`config.mk`:
```
export PLATFORM = sky130hd
export DESIGN_NAME = matrix_keypad_scanner_event_fifo_flat
export DESIGN_NICKNAME = d
export VERILOG_FILES = /design/src/rtl/core/mkse_pkg.sv /design/src/rtl/core/mkse_if.sv /design/src/rtl/core/mkse_lane.sv /design/src/rtl/core/mkse_ring.sv /design/src/rtl/core/matrix_keypad_scanner_event_fifo.sv /design/src/flat_wrapper.sv
export SDC_FILE = /design/constraint.sdc
export NUM_CORES = 1
export LEC_CHECK = 0
export BUFFER_PORTS_ARGS = -buffer_cell sky130_fd_sc_hd__buf_2
export CELL_PAD_IN_SITES_DETAIL_PLACEMENT = 0
export CELL_PAD_IN_SITES_GLOBAL_PLACEMENT = 1
export CORE_MARGIN = 1.5
export CORE_UTILIZATION = 56
export CTS_BUF_LIST = sky130_fd_sc_hd__clkbuf_2
export DETAILED_ROUTE_END_ITERATION = 10
export PLACE_DENSITY_LB_ADDON = 0.1
export SYNTH_ARGS = -nofsm -noshare
export SYNTH_HDL_FRONTEND = slang
export SYNTH_HIERARCHICAL = 1
export SYNTH_SLANG_ARGS = --single-unit
```
`constraint.sdc`:
```
create_clock -name clk -period 7.73 [get_ports clk]
set_clock_uncertainty 0.15 [all_clocks]
set_input_delay 0.773 -clock clk [delete_from_list [all_inputs] [get_ports clk]]
set_output_delay 0.773 -clock clk [all_outputs]
set_load 0.05 [all_outputs]
```
`src/rtl/core/mkse_pkg.sv`:
```
// Package for the keypad scanner with event ring: command codes, key map,
// lane result and ring request/response types. No dependencies.
package mkse_pkg;

	localparam int ROWS = 4;

	localparam logic [1:0] CMD_SCAN = 2'd0;
	localparam logic [1:0] CMD_RISE = 2'd1;
	localparam logic [1:0] CMD_POP  = 2'd2;

	localparam logic [7:0] KEY_MAP [16] = '{
		8'h44, 8'h43, 8'h42, 8'h41, 8'h23, 8'h39, 8'h36, 8'h33,
		8'h30, 8'h38, 8'h35, 8'h32, 8'h2A, 8'h37, 8'h34, 8'h31
	};

	typedef struct packed {
		logic       up_hit;
		logic       down_hit;
		logic [7:0] key;
	} lane_t;

	typedef struct packed {
		logic                  step;
		logic                  pop;
		logic [ROWS-1:0]       mask;
		logic [ROWS-1:0][8:0]  data;
	} ring_req_t;

	typedef struct packed {
		logic       valid;
		logic       pressed;
		logic [7:0] key;
	} ring_ev_t;

endpackage

```
`src/rtl/core/mkse_if.sv`:
```
// Channel interfaces for the keypad scanner: command beats in, result beats out.
// Depends on nothing.
interface mkse_req_if;
	logic       valid;
	logic       ready;
	logic [1:0] command;
	logic [3:0] row_levels;
	logic [3:0] rising_rows;

	modport source (output valid, command, row_levels, rising_rows, input ready);
	modport sink   (input valid, command, row_levels, rising_rows, output ready);
endinterface

interface mkse_rsp_if;
	logic       valid;
	logic       ready;
	logic [1:0] active_column;
	logic       column_running;
	logic       event_valid;
	logic       event_pressed;
	logic [7:0] event_key;
	logic [4:0] queue_count;

	modport source (output valid, active_column, column_running, event_valid,
		event_pressed, event_key, queue_count, input ready);
	modport sink   (input valid, active_column, column_running, event_valid,
		event_pressed, event_key, queue_count, output ready);
endinterface

```
`src/rtl/core/mkse_lane.sv`:
```
// One row lane: release and press detection for the key of the driven column.
// Depends on mkse_pkg.
module mkse_lane (
	input  logic          [1:0]  row,
	input  logic          [1:0]  command,
	input  logic                 started,
	input  logic          [1:0]  column,
	input  logic          [15:0] key_down,
	input  logic                 level,
	input  logic          [3:0]  rising,
	output mkse_pkg::lane_t      res
);
	import mkse_pkg::*;

	logic [3:0] kidx;
	logic       down;
	logic [3:0] lower;

	assign kidx  = {column, row};
	assign down  = key_down[kidx];
	assign lower = rising & ((4'b0001 << row) - 4'b0001);

	assign res.up_hit   = started && (command == CMD_SCAN) && !level && down;
	assign res.down_hit = started && (command == CMD_RISE) && rising[row] &&
		(lower == 4'b0000) && !down;
	assign res.key      = KEY_MAP[kidx];
endmodule

```
`src/rtl/core/mkse_ring.sv`:
```
// Event ring: four banks written in parallel, ordered by rank, one read per beat.
// Depends on mkse_pkg.
module mkse_ring #(
	parameter int RING_DEPTH = 32,
	parameter int CW         = 5
) (
	input  logic                clk,
	input  logic                arst_n,
	input  mkse_pkg::ring_req_t req,
	output logic [CW-1:0]       count_next,
	output logic [CW-1:0]       count,
	output mkse_pkg::ring_ev_t  ev
);
	import mkse_pkg::*;

	localparam int BANK_DEPTH = (RING_DEPTH + 3) / 4;
	localparam int AW         = (BANK_DEPTH > 1) ? $clog2(BANK_DEPTH) : 1;
	localparam int PW         = AW + 2;
	localparam int PHYS       = BANK_DEPTH * 4;
	localparam logic [PW:0]   PHYS_W = (PW+1)'(PHYS);
	localparam logic [CW-1:0] CAP    = CW'(RING_DEPTH - 1);

	logic [8:0]    ring_mem_q [4][BANK_DEPTH];
	logic [PW-1:0] wptr_q, rptr_q;
	logic [CW-1:0] count_q;
	logic [3:0][8:0] rd_q;
	logic [1:0]    rd_bank_q;
	logic          hit_q;

	logic [CW-1:0]      space;
	logic [ROWS-1:0][2:0] rank;
	logic [ROWS-1:0]    keep;
	logic [2:0]         n_push;
	logic [3:0]         wen;
	logic [3:0][8:0]    wdata;
	logic [3:0][AW-1:0] waddr;
	logic               pop_ok;
	logic [PW-1:0]      wptr_next, rptr_next;
	logic [PW:0]        wsum, rsum;

	always_comb begin
		logic [2:0] acc;
		acc    = 3'd0;
		n_push = 3'd0;
		space  = CAP - count_q;
		for (int r = 0; r < ROWS; r++) begin
			rank[r] = acc;
			keep[r] = req.step && req.mask[r] &&
				((CW+3)'(acc) < (CW+3)'(space));
			acc     = acc + 3'(req.mask[r]);
			n_push  = n_push + 3'(keep[r]);
		end
	end

	always_comb begin
		logic [1:0]  j;
		logic [PW:0] pos;
		for (int b = 0; b < 4; b++) begin
			j   = 2'(b) - wptr_q[1:0];
			pos = {1'b0, wptr_q} + (PW+1)'(j);
			if (pos >= PHYS_W) begin
				pos = pos - PHYS_W;
			end
			waddr[b] = pos[PW-1:2];
			wen[b]   = 1'b0;
			wdata[b] = '0;
			for (int r = 0; r < ROWS; r++) begin
				if (keep[r] && (rank[r] == {1'b0, j})) begin
					wen[b]   = 1'b1;
					wdata[b] = req.data[r];
				end
			end
		end
	end

	assign pop_ok = req.step && req.pop && (count_q != '0);

	always_comb begin
		wsum = {1'b0, wptr_q} + (PW+1)'(n_push);
		if (wsum >= PHYS_W) begin
			wsum = wsum - PHYS_W;
		end
		rsum = {1'b0, rptr_q} + (PW+1)'(pop_ok);
		if (rsum >= PHYS_W) begin
			rsum = rsum - PHYS_W;
		end
		wptr_next  = wsum[PW-1:0];
		rptr_next  = rsum[PW-1:0];
		count_next = count_q + CW'(n_push) - CW'(pop_ok);
	end

	always_ff @(posedge clk) begin
		for (int b = 0; b < 4; b++) begin
			if (wen[b]) begin
				ring_mem_q[b][waddr[b]] <= wdata[b];
			end
		end
		if (pop_ok) begin
			for (int b = 0; b < 4; b++) begin
				rd_q[b] <= ring_mem_q[b][rptr_q[PW-1:2]];
			end
			rd_bank_q <= rptr_q[1:0];
		end
	end

	always_ff @(posedge clk or negedge arst_n) begin
		if (!arst_n) begin
			wptr_q  <= '0;
			rptr_q  <= '0;
			count_q <= '0;
			hit_q   <= 1'b0;
		end else if (req.step) begin
			wptr_q  <= wptr_next;
			rptr_q  <= rptr_next;
			count_q <= count_next;
			hit_q   <= pop_ok;
		end
	end

	assign count      = count_q;
	assign ev.valid   = hit_q;
	assign ev.pressed = hit_q & rd_q[rd_bank_q][8];
	assign ev.key     = hit_q ? rd_q[rd_bank_q][7:0] : 8'h00;
endmodule

```
`src/rtl/core/matrix_keypad_scanner_event_fifo.sv`:
```
// Top level of the 4x4 keypad scanner with event ring: column state, key flags,
// four row lanes, the ring and the result register. Depends on mkse_pkg, mkse_if.
//
//  channel | dir | beat
//  req     | in  | command, row_levels, rising_rows
//  rsp     | out | active_column, column_running, event_*, queue_count
//
// One command beat per cycle while results are taken; its result appears the cycle after acceptance.
// The four lanes and the four ring banks let a scan tick queue up to four
// releases in that single cycle; a pop reads one bank entry into the result.
// Reset clears column state, key flags and ring pointers; ring contents stay.
// A stalled result holds; req stays ready while the result is taken that cycle.
module matrix_keypad_scanner_event_fifo #(
	parameter int RING_DEPTH = 32
) (
	input logic        clk,
	input logic        arst_n,
	mkse_req_if.sink   req,
	mkse_rsp_if.source rsp
);
	import mkse_pkg::*;

	localparam int CW = $clog2(RING_DEPTH);

	logic          accept;
	logic [1:0]    column_q;
	logic          started_q;
	logic [15:0]   key_down_q;
	logic [15:0]   key_down_next;
	logic          rsp_valid_q;
	logic [1:0]    column_s1;
	logic          started_s1;
	logic [4:0]    count_s1;
	lane_t         lane [ROWS];
	ring_req_t     ring_req;
	ring_ev_t      ring_ev;
	logic [CW-1:0] count_next, count_now;
	logic [CW+4:0] count_ext;

	assign req.ready = !rsp_valid_q || rsp.ready;
	assign accept    = req.valid && req.ready;

	for (genvar r = 0; r < ROWS; r++) begin : g_lane
		mkse_lane u_lane (
			.row      (2'(r)),
			.command  (req.command),
			.started  (started_q),
			.column   (column_q),
			.key_down (key_down_q),
			.level    (req.row_levels[r]),
			.rising   (req.rising_rows),
			.res      (lane[r])
		);
	end

	always_comb begin
		key_down_next = key_down_q;
		ring_req.step = accept;
		ring_req.pop  = (req.command == CMD_POP);
		for (int r = 0; r < ROWS; r++) begin
			ring_req.mask[r] = lane[r].up_hit || lane[r].down_hit;
			ring_req.data[r] = {lane[r].down_hit, lane[r].key};
			if (lane[r].up_hit) begin
				key_down_next[{column_q, 2'(r)}] = 1'b0;
			end
			if (lane[r].down_hit) begin
				key_down_next[{column_q, 2'(r)}] = 1'b1;
			end
		end
	end

	mkse_ring #(
		.RING_DEPTH (RING_DEPTH),
		.CW         (CW)
	) u_ring (
		.clk        (clk),
		.arst_n     (arst_n),
		.req        (ring_req),
		.count_next (count_next),
		.count      (count_now),
		.ev         (ring_ev)
	);

	assign count_ext = (CW+5)'(count_next);

	always_ff @(posedge clk or negedge arst_n) begin
		if (!arst_n) begin
			column_q    <= 2'd0;
			started_q   <= 1'b0;
			key_down_q  <= 16'h0000;
			rsp_valid_q <= 1'b0;
			column_s1   <= 2'd0;
			started_s1  <= 1'b0;
			count_s1    <= 5'd0;
		end else begin
			if (accept) begin
				key_down_q <= key_down_next;
				if (req.command == CMD_SCAN) begin
					column_q  <= column_q + 2'(started_q);
					started_q <= 1'b1;
					column_s1 <= column_q + 2'(started_q);
				end else begin
					column_s1 <= column_q;
				end
				started_s1 <= started_q || (req.command == CMD_SCAN);
				count_s1   <= count_ext[4:0];
			end
			if (accept) begin
				rsp_valid_q <= 1'b1;
			end else if (rsp.ready) begin
				rsp_valid_q <= 1'b0;
			end
		end
	end

	assign rsp.valid          = rsp_valid_q;
	assign rsp.active_column  = column_s1;
	assign rsp.column_running = started_s1;
	assign rsp.event_valid    = ring_ev.valid;
	assign rsp.event_pressed  = ring_ev.pressed;
	assign rsp.event_key      = ring_ev.key;
	assign rsp.queue_count    = count_s1;

	a_ring_cap: assert property (@(posedge clk) disable iff (!arst_n)
		(CW+1)'(count_now) <= (CW+1)'(RING_DEPTH - 1))
		else $error("ring count beyond capacity");

	a_event_pop: assert property (@(posedge clk) disable iff (!arst_n)
		accept && (req.command != CMD_POP) |=> !rsp.event_valid)
		else $error("event reported for a non-pop beat");

	a_running: assert property (@(posedge clk) disable iff (!arst_n)
		!$fell(started_q))
		else $error("column scan stopped");

	a_scan_start: assert property (@(posedge clk) disable iff (!arst_n)
		accept && (req.command == CMD_SCAN) |=> started_q && rsp.column_running)
		else $error("scan tick did not start the column scan");
endmodule

```
`src/flat_wrapper.sv`:
```
// flat-port wrapper written by rule: the top's interface ports become plain ports
module matrix_keypad_scanner_event_fifo_flat import mkse_pkg::*;
#(
	parameter int RING_DEPTH = 32
)
  (clk, arst_n, req_valid, req_command, req_row_levels, req_rising_rows, req_ready, rsp_valid, rsp_active_column, rsp_column_running, rsp_event_valid, rsp_event_pressed, rsp_event_key, rsp_queue_count, rsp_ready);
  mkse_req_if req_i ();
  mkse_rsp_if rsp_i ();
  input logic clk;
  input logic arst_n;
  input wire logic [$bits(req_i.valid)-1:0] req_valid;
  input wire logic [$bits(req_i.command)-1:0] req_command;
  input wire logic [$bits(req_i.row_levels)-1:0] req_row_levels;
  input wire logic [$bits(req_i.rising_rows)-1:0] req_rising_rows;
  output wire logic [$bits(req_i.ready)-1:0] req_ready;
  output wire logic [$bits(rsp_i.valid)-1:0] rsp_valid;
  output wire logic [$bits(rsp_i.active_column)-1:0] rsp_active_column;
  output wire logic [$bits(rsp_i.column_running)-1:0] rsp_column_running;
  output wire logic [$bits(rsp_i.event_valid)-1:0] rsp_event_valid;
  output wire logic [$bits(rsp_i.event_pressed)-1:0] rsp_event_pressed;
  output wire logic [$bits(rsp_i.event_key)-1:0] rsp_event_key;
  output wire logic [$bits(rsp_i.queue_count)-1:0] rsp_queue_count;
  input wire logic [$bits(rsp_i.ready)-1:0] rsp_ready;
  assign req_i.valid = req_valid;
  assign req_i.command = req_command;
  assign req_i.row_levels = req_row_levels;
  assign req_i.rising_rows = req_rising_rows;
  assign req_ready = req_i.ready;
  assign rsp_valid = rsp_i.valid;
  assign rsp_active_column = rsp_i.active_column;
  assign rsp_column_running = rsp_i.column_running;
  assign rsp_event_valid = rsp_i.event_valid;
  assign rsp_event_pressed = rsp_i.event_pressed;
  assign rsp_event_key = rsp_i.event_key;
  assign rsp_queue_count = rsp_i.queue_count;
  assign rsp_i.ready = rsp_ready;
  matrix_keypad_scanner_event_fifo #(.RING_DEPTH(RING_DEPTH)) u_core (.clk(clk), .arst_n(arst_n), .req(req_i), .rsp(rsp_i));
endmodule
```
==> results of run 1 <==
-- final cells by class --
cell class,count,area [sq um]
repair buffers,72,460.4
diodes,4,10.01
clock buffers,128,640.6
clock inverters,28,202.7
well taps,442,553.0
multi-input cells,801,7607
flip-flops and latches,368,10850
fillers,2586,12280
inverters,71,266.5
-- cell usage after synthesis, drive strengths merged (7+ instances only) --
cell,instances
edfxtp,326
mux4,105
nand2,77
inv,71
ha,61
mux2i,58
buf,55
nand3,53
mux2,46
o21ai,45
dfrtp,42
nand4,33
nor2,25
clkbuf,24
a21oi,19
nor3,18
xnor2,18
xor2,18
and3,17
a22o,16
and2,13
nor2b,13
o211ai,12
o2bb2ai,11
nor4,10
a2bb2oi,9
nand2b,8
or2,7
-- path summary, 6_finish.rpt --
kind | cells past startpoint | end | slack [ps] | startpoint
hold / removal | 4 | u_core/started_q | 90 | req_command[1]
setup / recovery | 26 | u_core/rsp.queue_count[4] | 930 | u_core/rsp.active_column[0]
setup reg to reg | 26 | u_core/rsp.queue_count[4] | 930 | u_core/rsp.active_column[0]
min in group asynchronous | 2 | u_core/started_q | 330 | arst_n
hold reg to reg | 1 | u_core/rsp.queue_count[0] | 340 | u_core/rsp.queue_count[0]
max in group asynchronous | 2 | u_core/u_ring/rptr_q[2] | 6310 | arst_n
-- power breakdown --
part	internal [mW]	leakage (nW)	switching (mW)
clock network	0.547	0.629	0.754
logic	0.554	3.50	0.817
registers	2.26	3.72	0.185
total	3.36	7.85	1.76
-- through the flow --
| stage | utilization | worst slack [ps] | power, mW | instance area, sq um | hold WS, ps |
|---|---|---|---|---|---|
| 6_report | 0.6264 | 932.8 | 5.114 | 20590 | 94.84 |
| 5_1_grt | 0.6263 | 635.7 | 5.399 | 20580 | 51.87 |
| 4_1_cts | 0.6260 | 994.4 | 5.143 | 20580 | 3.781 |
| 3_5_place_dp | 0.6001 | 1011 | 3.844 | 19720 | 324.5 |
| 3_3_place_gp | 0.6001 | 1176 | 3.828 | 19720 | 312.1 |
| 2_1_floorplan | - | 1217 | 3.490 | 19060 | 299.2 |
-- cell families after synthesis --
group	share of synthesized area
AO/OA/AOI/OAI	0.05452
XOR/XNOR	0.01673
adder cells (fa/ha/maj)	0.04475
buffers and inverters	0.03632
flip-flops	0.5753
multiplexers	0.1872
other	0.001195
AND/OR/NAND/NOR	0.08400
-- flip-flops by register name, summed over array words and instances, names as in the netlist --
| signal | count |
|---|---|
| u_core/u_ring/rptr_q | 5 |
| u_core/u_ring/count | 5 |
| u_core/started_q | 1 |
| u_core/u_ring/rd_q | 36 |
| u_core/u_ring/rd_bank_q | 2 |
| u_core/u_ring/ring_mem_q | 288 |
| u_core/key_down_q | 16 |
| u_core/u_ring/wptr_q | 5 |
| u_core/u_ring/hit_q | 1 |
| u_core/rsp.queue_count | 5 |
| u_core/rsp.active_column | 2 |
| u_core/rsp.valid | 1 |
| u_core/rsp.column_running | 1 |
-- timing repair --
action	in CTS	in global routing
endpoints found under the hold margin	42	0
resized for setup	0	0
hold buffers	1	0
buffers inserted	0	0
-- per-layer routing --
| layer | global-route usage | part of all wire |
|---|---|---|
| met1 | 0.3335 | 0.42 |
| met2 | 0.4115 | 0.49 |
| met3 | 0.05398 | 0.059 |
| met4 | 0.1051 | 0.029 |
| met5 | 0 | 0.00088 |
-- critical path: stages, from the launching register on --
cell and delay [ps]:
dfrtp_1 860, buf_4 420, or2_2 220, inv_1 100, nand2_1 90, nand4_1 140, nor4b_2 340, buf_4 250
or2_1 180, inv_1 70, fa_1 430, inv_1 90, ha_1 220, a211o_1 350, a21o_1 200, fa_1 480
inv_1 40, ha_1 180, ha_1 330, inv_1 60, ha_1 310, fa_1 470, inv_1 70, a21o_1 110
a21oi_1 70, xor2_1 160, mux2_1 290
==> metrics.csv, run 1 <==
metric;value;unit
crit_type;register to register;
synth.area.top_cells;edfxtp_1, mux4_2, dfrtp_1, ha_1, mux2i_1;
synth_ff_type;edfxtp_1;
routed_wl;43210;um
synth_cell_type_count;69;
worst_pin_slew;1235;ps
dp_hpwl;28820;um
rsz0062_at_grt;no;
vias;11201;
gp_congestion;0.8247;
synth_cells;1261;
dp_cells;1753;
area_growth;9.250;%
slew_viol_final;0;
die_h;186.4;um
synth_area_per_cell;14.94;sq um
rows;66;
clock_latency;980;ps
drive_gt1_frac;0.2677;
final_hold_viol_count;0;
critPathRequiredTime;8460;ps
synth-seq-cells;368;
core_area;32870;sq um
dieArea;34760;sq um
layout.nets;1484;
most-common-layout-cells;edfxtp_1, clkbuf_2, mux4_2;
min_period;6797;ps
status;finished clean;
total_leakage_power;7.851;nW
drt_pass1_iterations;5;
finalCritPeriodShare;0.8793;
synth_top_area_cell;edfxtp_1;
startpoint_type;register;
end_kind;register;
synth_area;18840;sq um
cts-root-buf;clkbuf_2;
cts_buffers;91;
via_per_inst;5.852;
synth_seq_area_share;0.5753;
setup_viol;0;
grt_remaining_overflow;0;
max_slew_margin;0.1678;
hp-class;primary input to register;
start_util;0.5733;
synth-edff-count;326;
cts_tree;built;
die_w;186.4;um
cap_viol_max_count;0;
setup_tns;0;ps
path_max_fanout;27;
track_usage;0.2532;
final_cell_count_no_fill;1914;
yosysTopAreaCellShare;0.5195;
fmax;0.1471;GHz
grt_pass1_wl;66060;um
h-tree-depth;3;
drt_iter0_drc;815;
synth-warning-count;6;
antenna_found_initial;5;
wire_per_inst;22.58;um
powerDensity;248.4;nW/um^2
vdd_drop_max;164.6;uV
pin_count;34;
ant_nets;0;
grt_start_max_net_pins;63;
port_buffers;33;
final_common_cell;edfxtp_1;
clkSlewWorstSetupHoldPaths;100;ps
arrival;7520;ps
route.detailed.drc;0;
clock_sinks;368;
async_flop_share;0.1141;
clockBufferDepth;3;
first_global_vias;11400;
(Power assumes the default switching activity.)
==> run 2, diff against run 1 <==
--- a/config.mk
+++ b/config.mk
@@ -8,7 +8,8 @@
 export BUFFER_PORTS_ARGS = -buffer_cell sky130_fd_sc_hd__buf_2
 export CELL_PAD_IN_SITES_DETAIL_PLACEMENT = 0
 export CELL_PAD_IN_SITES_GLOBAL_PLACEMENT = 1
-export CORE_MARGIN = 1.5
+export CORE_ASPECT_RATIO = 0.75
+export CORE_MARGIN = 1
 export CORE_UTILIZATION = 56
 export CTS_BUF_LIST = sky130_fd_sc_hd__clkbuf_2
 export DETAILED_ROUTE_END_ITERATION = 10
==> run 2 against run 1 <==
Against the previous run: cell area down 0.10%; first-iteration DRC count is 35% higher; clock power shrank 3%; cell count is 0.57% lower; sequential power is essentially flat; via count up 1.2%; global-route usage is 2.1 points higher; non-clock buffer count up 7; highest routed layer is now met4.
==> metrics.csv, run 2 (same netlist as run 1, synthesis figures left out) <==
metric;value;unit;change
drt_pass1_iterations;5;;unchanged
min_period;6540;ps;-257.5 ps
die_h;160.9;um;-14%
grt_pass1_wl;68250;um;+3.3%
track_usage;0.2738;;+0.02067
grt_remaining_overflow;0;;unchanged
most-common-layout-cells;edfxtp_1, clkbuf_2, mux4_2;;
max_slew_margin;0.02022;;-0.1476
multi_input_area;7607;sq um;unchanged
slew_viol_final;0;;unchanged
slowest_stage;mux4_2;;
setup_tns;0;ps;unchanged
path_max_fanout;10;;-63%
vdd_drop_max;150.1;uV;-8.8%
worst_pin_slew;1454;ps;+219.1 ps
cp.buffers_inverters;4;;-4
final_hold_viol_count;0;;unchanged
critPathRequiredTime;8440;ps;-20 ps
startpoint_type;register;;
port_buffers;33;;unchanged
dp_cells;1758;;+0.29%
wire_per_inst;23.58;um;+4.4%
total_leakage_power;7.831;nW;-0.24%
via_per_inst;5.959;;+1.8%
regArea;10850;sq um;about the same
end_kind;register;;
dp_hpwl;29450;um;+2.2%
gp_congestion;0.8241;;about the same
h-tree-depth;3;;unchanged
cap_viol_max_count;0;;unchanged
largest_reg_flops;288;;unchanged
grt_start_max_net_pins;64;;+1.6%
clock_sinks;368;;unchanged
ctsResizeCount;0;;unchanged
routed_wl;44870;um;+3.8%
final_core_util;0.6282;;+0.001864
crit_type;register to register;;
drt_iter0_drc;1104;;+35%
final_common_cell;edfxtp_1;;
setup_viol;0;;unchanged
fmax;0.1529;GHz;+3.9%
hp-class;primary input to register;;
powerDensity;250.2;nW/um^2;+0.70%
layout.nets;1486;;+0.13%
place_area;19760;sq um;+0.20%
core_area;32740;sq um;-0.40%
vias;11340;;+1.2%
clkSlewWorstSetupHoldPaths;120;ps;+20 ps
rsz0062_at_grt;no;;
critPathTopFamily;adder cells;;
finalCritPeriodShare;0.8460;;-0.03331
final_cell_count_no_fill;1903;;-0.57%
cts_tree;built;;
drive_gt1_frac;0.2644;;-0.003328
crit_chain;mux4_2 -> a22oi_2 -> nand3_2 -> nor4b_2 -> buf_4 -> or2_1 -> ha_1 -> ha_1 -> ha_1 -> ha_1 -> o21a_1 -> a21o_1 -> fa_1 -> inv_1 -> ha_1 -> ha_1 -> inv_1 -> ha_1 -> fa_1 -> inv_1 -> a21o_1 -> a21oi_1 -> xor2_1 -> mux2_1;;
first_global_vias;11153;;-2.2%
cts-root-buf;clkbuf_2;;
rows;57;;-14%
clock_latency;980;ps;about the same
max_stage_delay;480;ps;-380 ps
pre_cts_slack;1148;ps;+136.8 ps
critical_path.most_common_cell;ha_1;;
dieArea;34390;sq um;-1.0%
cts_buffers;86;;-5.5%
start_util;0.5756;;+0.002301
final_area;20560;sq um;-0.10%
pin_count;34;;unchanged
fin_ws;1190;ps;+257.5 ps
antenna_found_initial;2;;-3
ant_nets;0;;unchanged
status;finished clean;;
fill_cells;2487;;-3.8%
clockBufferDepth;3;;unchanged
arrival;7250;ps;-270 ps
die_w;213.8;um;+15%
area_growth;9.137;%;
route.detailed.drc;0;;unchanged
-- run 2: cell type report --
cell class / count / area share
Sequential cell: 368 / 0.5274
Multi-Input combinational cell: 801 / 0.3699
Clock buffer: 118 / 0.02872
Tap cell: 442 / 0.02689
Timing Repair Buffer: 79 / 0.02519
Inverter: 71 / 0.01296
Clock inverter: 23 / 0.008761
Antenna cell: 1 / 0.0001217
-- run 2: worst paths after layout --
kind / start / to / depth (start not counted) / slack [ps]
max: u_core/key_down_q[8] / u_core/rsp.queue_count[4] / 24 / 1190
min: req_command[0] / u_core/rsp.active_column[1] / 4 / 150
max reg2reg: u_core/key_down_q[8] / u_core/rsp.queue_count[4] / 24 / 1190
min reg2reg: u_core/rsp.queue_count[0] / u_core/rsp.queue_count[0] / 1 / 340
max in group asynchronous: arst_n / u_core/key_down_q[4] / 3 / 6500
min in group asynchronous: arst_n / u_core/key_down_q[0] / 3 / 220
-- run 2: metrics by stage --
step                      power [mW]  hold slack (ps)
after floorplan                3.490            299.2
after global placement         3.872            313.4
after detailed placement       3.884            319.4
after CTS                      5.158            41.89
after global routing           5.417            112.9
final                          5.145            145.5
-- run 2: where the power goes --
| part | switching [mW] | internal, mW |
|---|---|---|
| Combinational | 0.902 | 0.564 |
| Clock | 0.751 | 0.511 |
| Sequential | 0.159 | 2.26 |
| Total | 1.81 | 3.33 |
-- run 2: routing by layer --
layer / vias to the layer above / share of wire / track usage
met4: 0 / 0.014 / 0.06916
li1: 5168 / - / -
met2: 385 / 0.45 / 0.3980
met1: 5737 / 0.47 / 0.4163
met3: 50 / 0.073 / 0.06414
met5: - / 0 / 0
-- run 2: timing repair --
item | 4_1_cts | 5_1_grt
setup endpoints to repair | 0 | 0
hold buffers | 3 | 0
setup buffers | 0 | 0
hold endpoints to repair | 44 | 0
-- run 2: worst reg2reg max path: stages (launching register included) --
cell and delay (ps):
dfrtp_1 430, mux4_2 480, a22oi_2 250, nand3_2 120
nor4b_2 270, buf_4 220, or2_1 340, ha_1 350
ha_1 210, ha_1 260, ha_1 310, o21a_1 280
a21o_1 220, fa_1 480, inv_1 40, ha_1 170
ha_1 330, inv_1 60, ha_1 310, fa_1 460
inv_1 70, a21o_1 110, a21oi_1 70, xor2_1 160
mux2_1 290
==> run 3, diff against run 2 <==
==> constraint.sdc (replaced) <==
create_clock -name clk -period 6.2 [get_ports clk]
set_clock_uncertainty 0.15 [all_clocks]
set_input_delay 0.62 -clock clk [delete_from_list [all_inputs] [get_ports clk]]
set_output_delay 0.62 -clock clk [all_outputs]
set_load 0.05 [all_outputs]
==> run 3 against run 2 <==
Against the previous run: cell area grew 1.5%; sequential power grew 25%; register-to-register slack lost 1000 ps; largest cell class unchanged; largest power group unchanged.
==> metrics.csv, run 3 (same netlist as run 1, synthesis figures left out) <==
metric;value;unit;change
startpoint_type;register;;
crit_type;register to register;;
finalCritPeriodShare;0.9723;;+0.1263
die_w;213.8;um;unchanged
layout.nets;1512;;+1.7%
drive_gt1_frac;0.2840;;+0.01961
drt_pass1_iterations;5;;unchanged
core_area;32740;sq um;unchanged
path_max_fanout;5;;-5
setup_viol;0;;unchanged
most-common-layout-cells;edfxtp_1, clkbuf_2, mux4_2;;
fin_ws;171.7;ps;-1019 ps
vias;11517;;+1.6%
h-tree-depth;3;;unchanged
fill_cells;2465;;-0.88%
status;finished clean;;
dp_hpwl;30170;um;+2.5%
gp_congestion;0.8693;;+5.5%
critPathRequiredTime;6850;ps;-1590 ps
end_kind;register;;
cap_viol_max_count;0;;unchanged
via_per_inst;5.946;;-0.22%
final_common_cell;edfxtp_1;;
start_util;0.5756;;unchanged
cts_buffers;84;;-2.3%
rows;57;;unchanged
die_h;160.9;um;unchanged
pre_cts_slack;17.09;ps;-1131 ps
arrival;6680;ps;-570 ps
powerDensity;309.1;nW/um^2;+24%
ant_nets;0;;unchanged
worst_pin_slew;1280;ps;-174.6 ps
dieArea;34390;sq um;unchanged
hp-class;primary input to register;;
grt_remaining_overflow;0;;unchanged
area_growth;10.79;%;
routed_wl;44970;um;+0.23%
max_slew_margin;0.1378;;+0.1176
antenna_found_initial;1;;-1
wire_per_inst;23.22;um;-1.5%
clock_latency;990;ps;about the same
setup_tns;0;ps;unchanged
total_leakage_power;7.982;nW;+1.9%
drt_iter0_drc;1072;;-2.9%
grt_start_max_net_pins;63;;-1.6%
cts_tree;built;;
slew_viol_final;0;;unchanged
clkSlewWorstSetupHoldPaths;110;ps;about the same
place_area;19930;sq um;+0.85%
grt_pass1_wl;68620;um;+0.54%
route.detailed.drc;0;;unchanged
ff2ff_setup_slack;170;ps;-1020 ps
cts-root-buf;clkbuf_2;;
clockBufferDepth;3;;unchanged
vdd_drop_max;163.8;uV;+9.1%
largest_reg_flops;288;;unchanged
fmax;0.1659;GHz;+8.5%
min_period;6028;ps;-511.5 ps
final_hold_viol_count;0;;unchanged
track_usage;0.2746;;+0.0007826
first_global_vias;11358;;+1.8%
final_area;20880;sq um;+1.5%
port_buffers;33;;unchanged
clock_sinks;368;;unchanged
pin_count;34;;unchanged
-- run 3: worst max-delay path, cell delays in order, from the launching register on --
cell     delay (ps)
dfrtp_1         440
mux4_1          530
a22oi_2         170
nand3_2         130
and3_2          230
or2_4           290
ha_1            320
ha_1            190
ha_2            210
ha_1            290
o21a_2          260
a21o_1          200
fa_1            470
inv_1            40
ha_1            200
ha_4            290
inv_1            40
ha_1            330
inv_1            60
ha_1            290
a21o_1          190
a21oi_2         140
xnor2_1          80
mux2_1          290
-- run 3: final timing paths --
check | start | end | cells past startpoint
setup / recovery | u_core/key_down_q[0] | u_core/rsp.queue_count[3] | 23
hold / removal | req_row_levels[3] | u_core/key_down_q[11] | 5
setup reg to reg | u_core/key_down_q[0] | u_core/rsp.queue_count[3] | 23
hold reg to reg | u_core/rsp.queue_count[2] | u_core/rsp.queue_count[2] | 1
max in group asynchronous | arst_n | u_core/u_ring/rptr_q[2] | 2
min in group asynchronous | arst_n | u_core/key_down_q[11] | 2
-- run 3: per-layer routing --
metal,part of all wire,track usage,up-vias
li1,-,-,5227
met1,0.45,0.4172,5822
met2,0.46,0.4112,417
met3,0.072,0.05006,51
met4,0.014,0.06818,0
met5,0,0,-
-- run 3: layout make-up --
type	instances	area (sq um)	area share
clock inverter	27	198.9	0.009530
clock buffer	119	595.6	0.02853
antenna	2	5.005	0.0002397
multi-input combinational	801	7667	0.3673
sequential	368	10850	0.5197
inverter	71	266.5	0.01277
timing repair buffer	107	740.7	0.03548
tap	442	553.0	0.02649
-- run 3: power breakdown --
part	leakage (nW)	total [mW]	switching, mW	internal [mW]
sequential	3.72	3.03	0.213	2.81
clock	0.586	1.58	0.933	0.643
combinational	3.68	1.85	1.11	0.738
total	7.98	6.45	2.26	4.20
-- run 3: through the flow --
step | util | hold slack, ps | power [mW] | std cells
after detailed placement | 0.6088 | 325.8 | 4.863 | 1779
after global routing | 0.6377 | 80.98 | 6.792 | 1937
after global placement | 0.6088 | 319.5 | 4.847 | 1779
after CTS | 0.6359 | 14.86 | 6.454 | 1933
after floorplan | - | 174.4 | 4.355 | 1319
final | 0.6377 | 119.1 | 6.452 | 1937
-- run 3: repair_timing --
action / CTS / global route
hold buffers: 8 / 0
buffers inserted: 0 / 2
hold endpoints to repair: 62 / 0
endpoints found under the setup margin: 3 / 6
resized for setup: 3 / 8
pin swaps: 1 / 3
gates cloned: 0 / 0
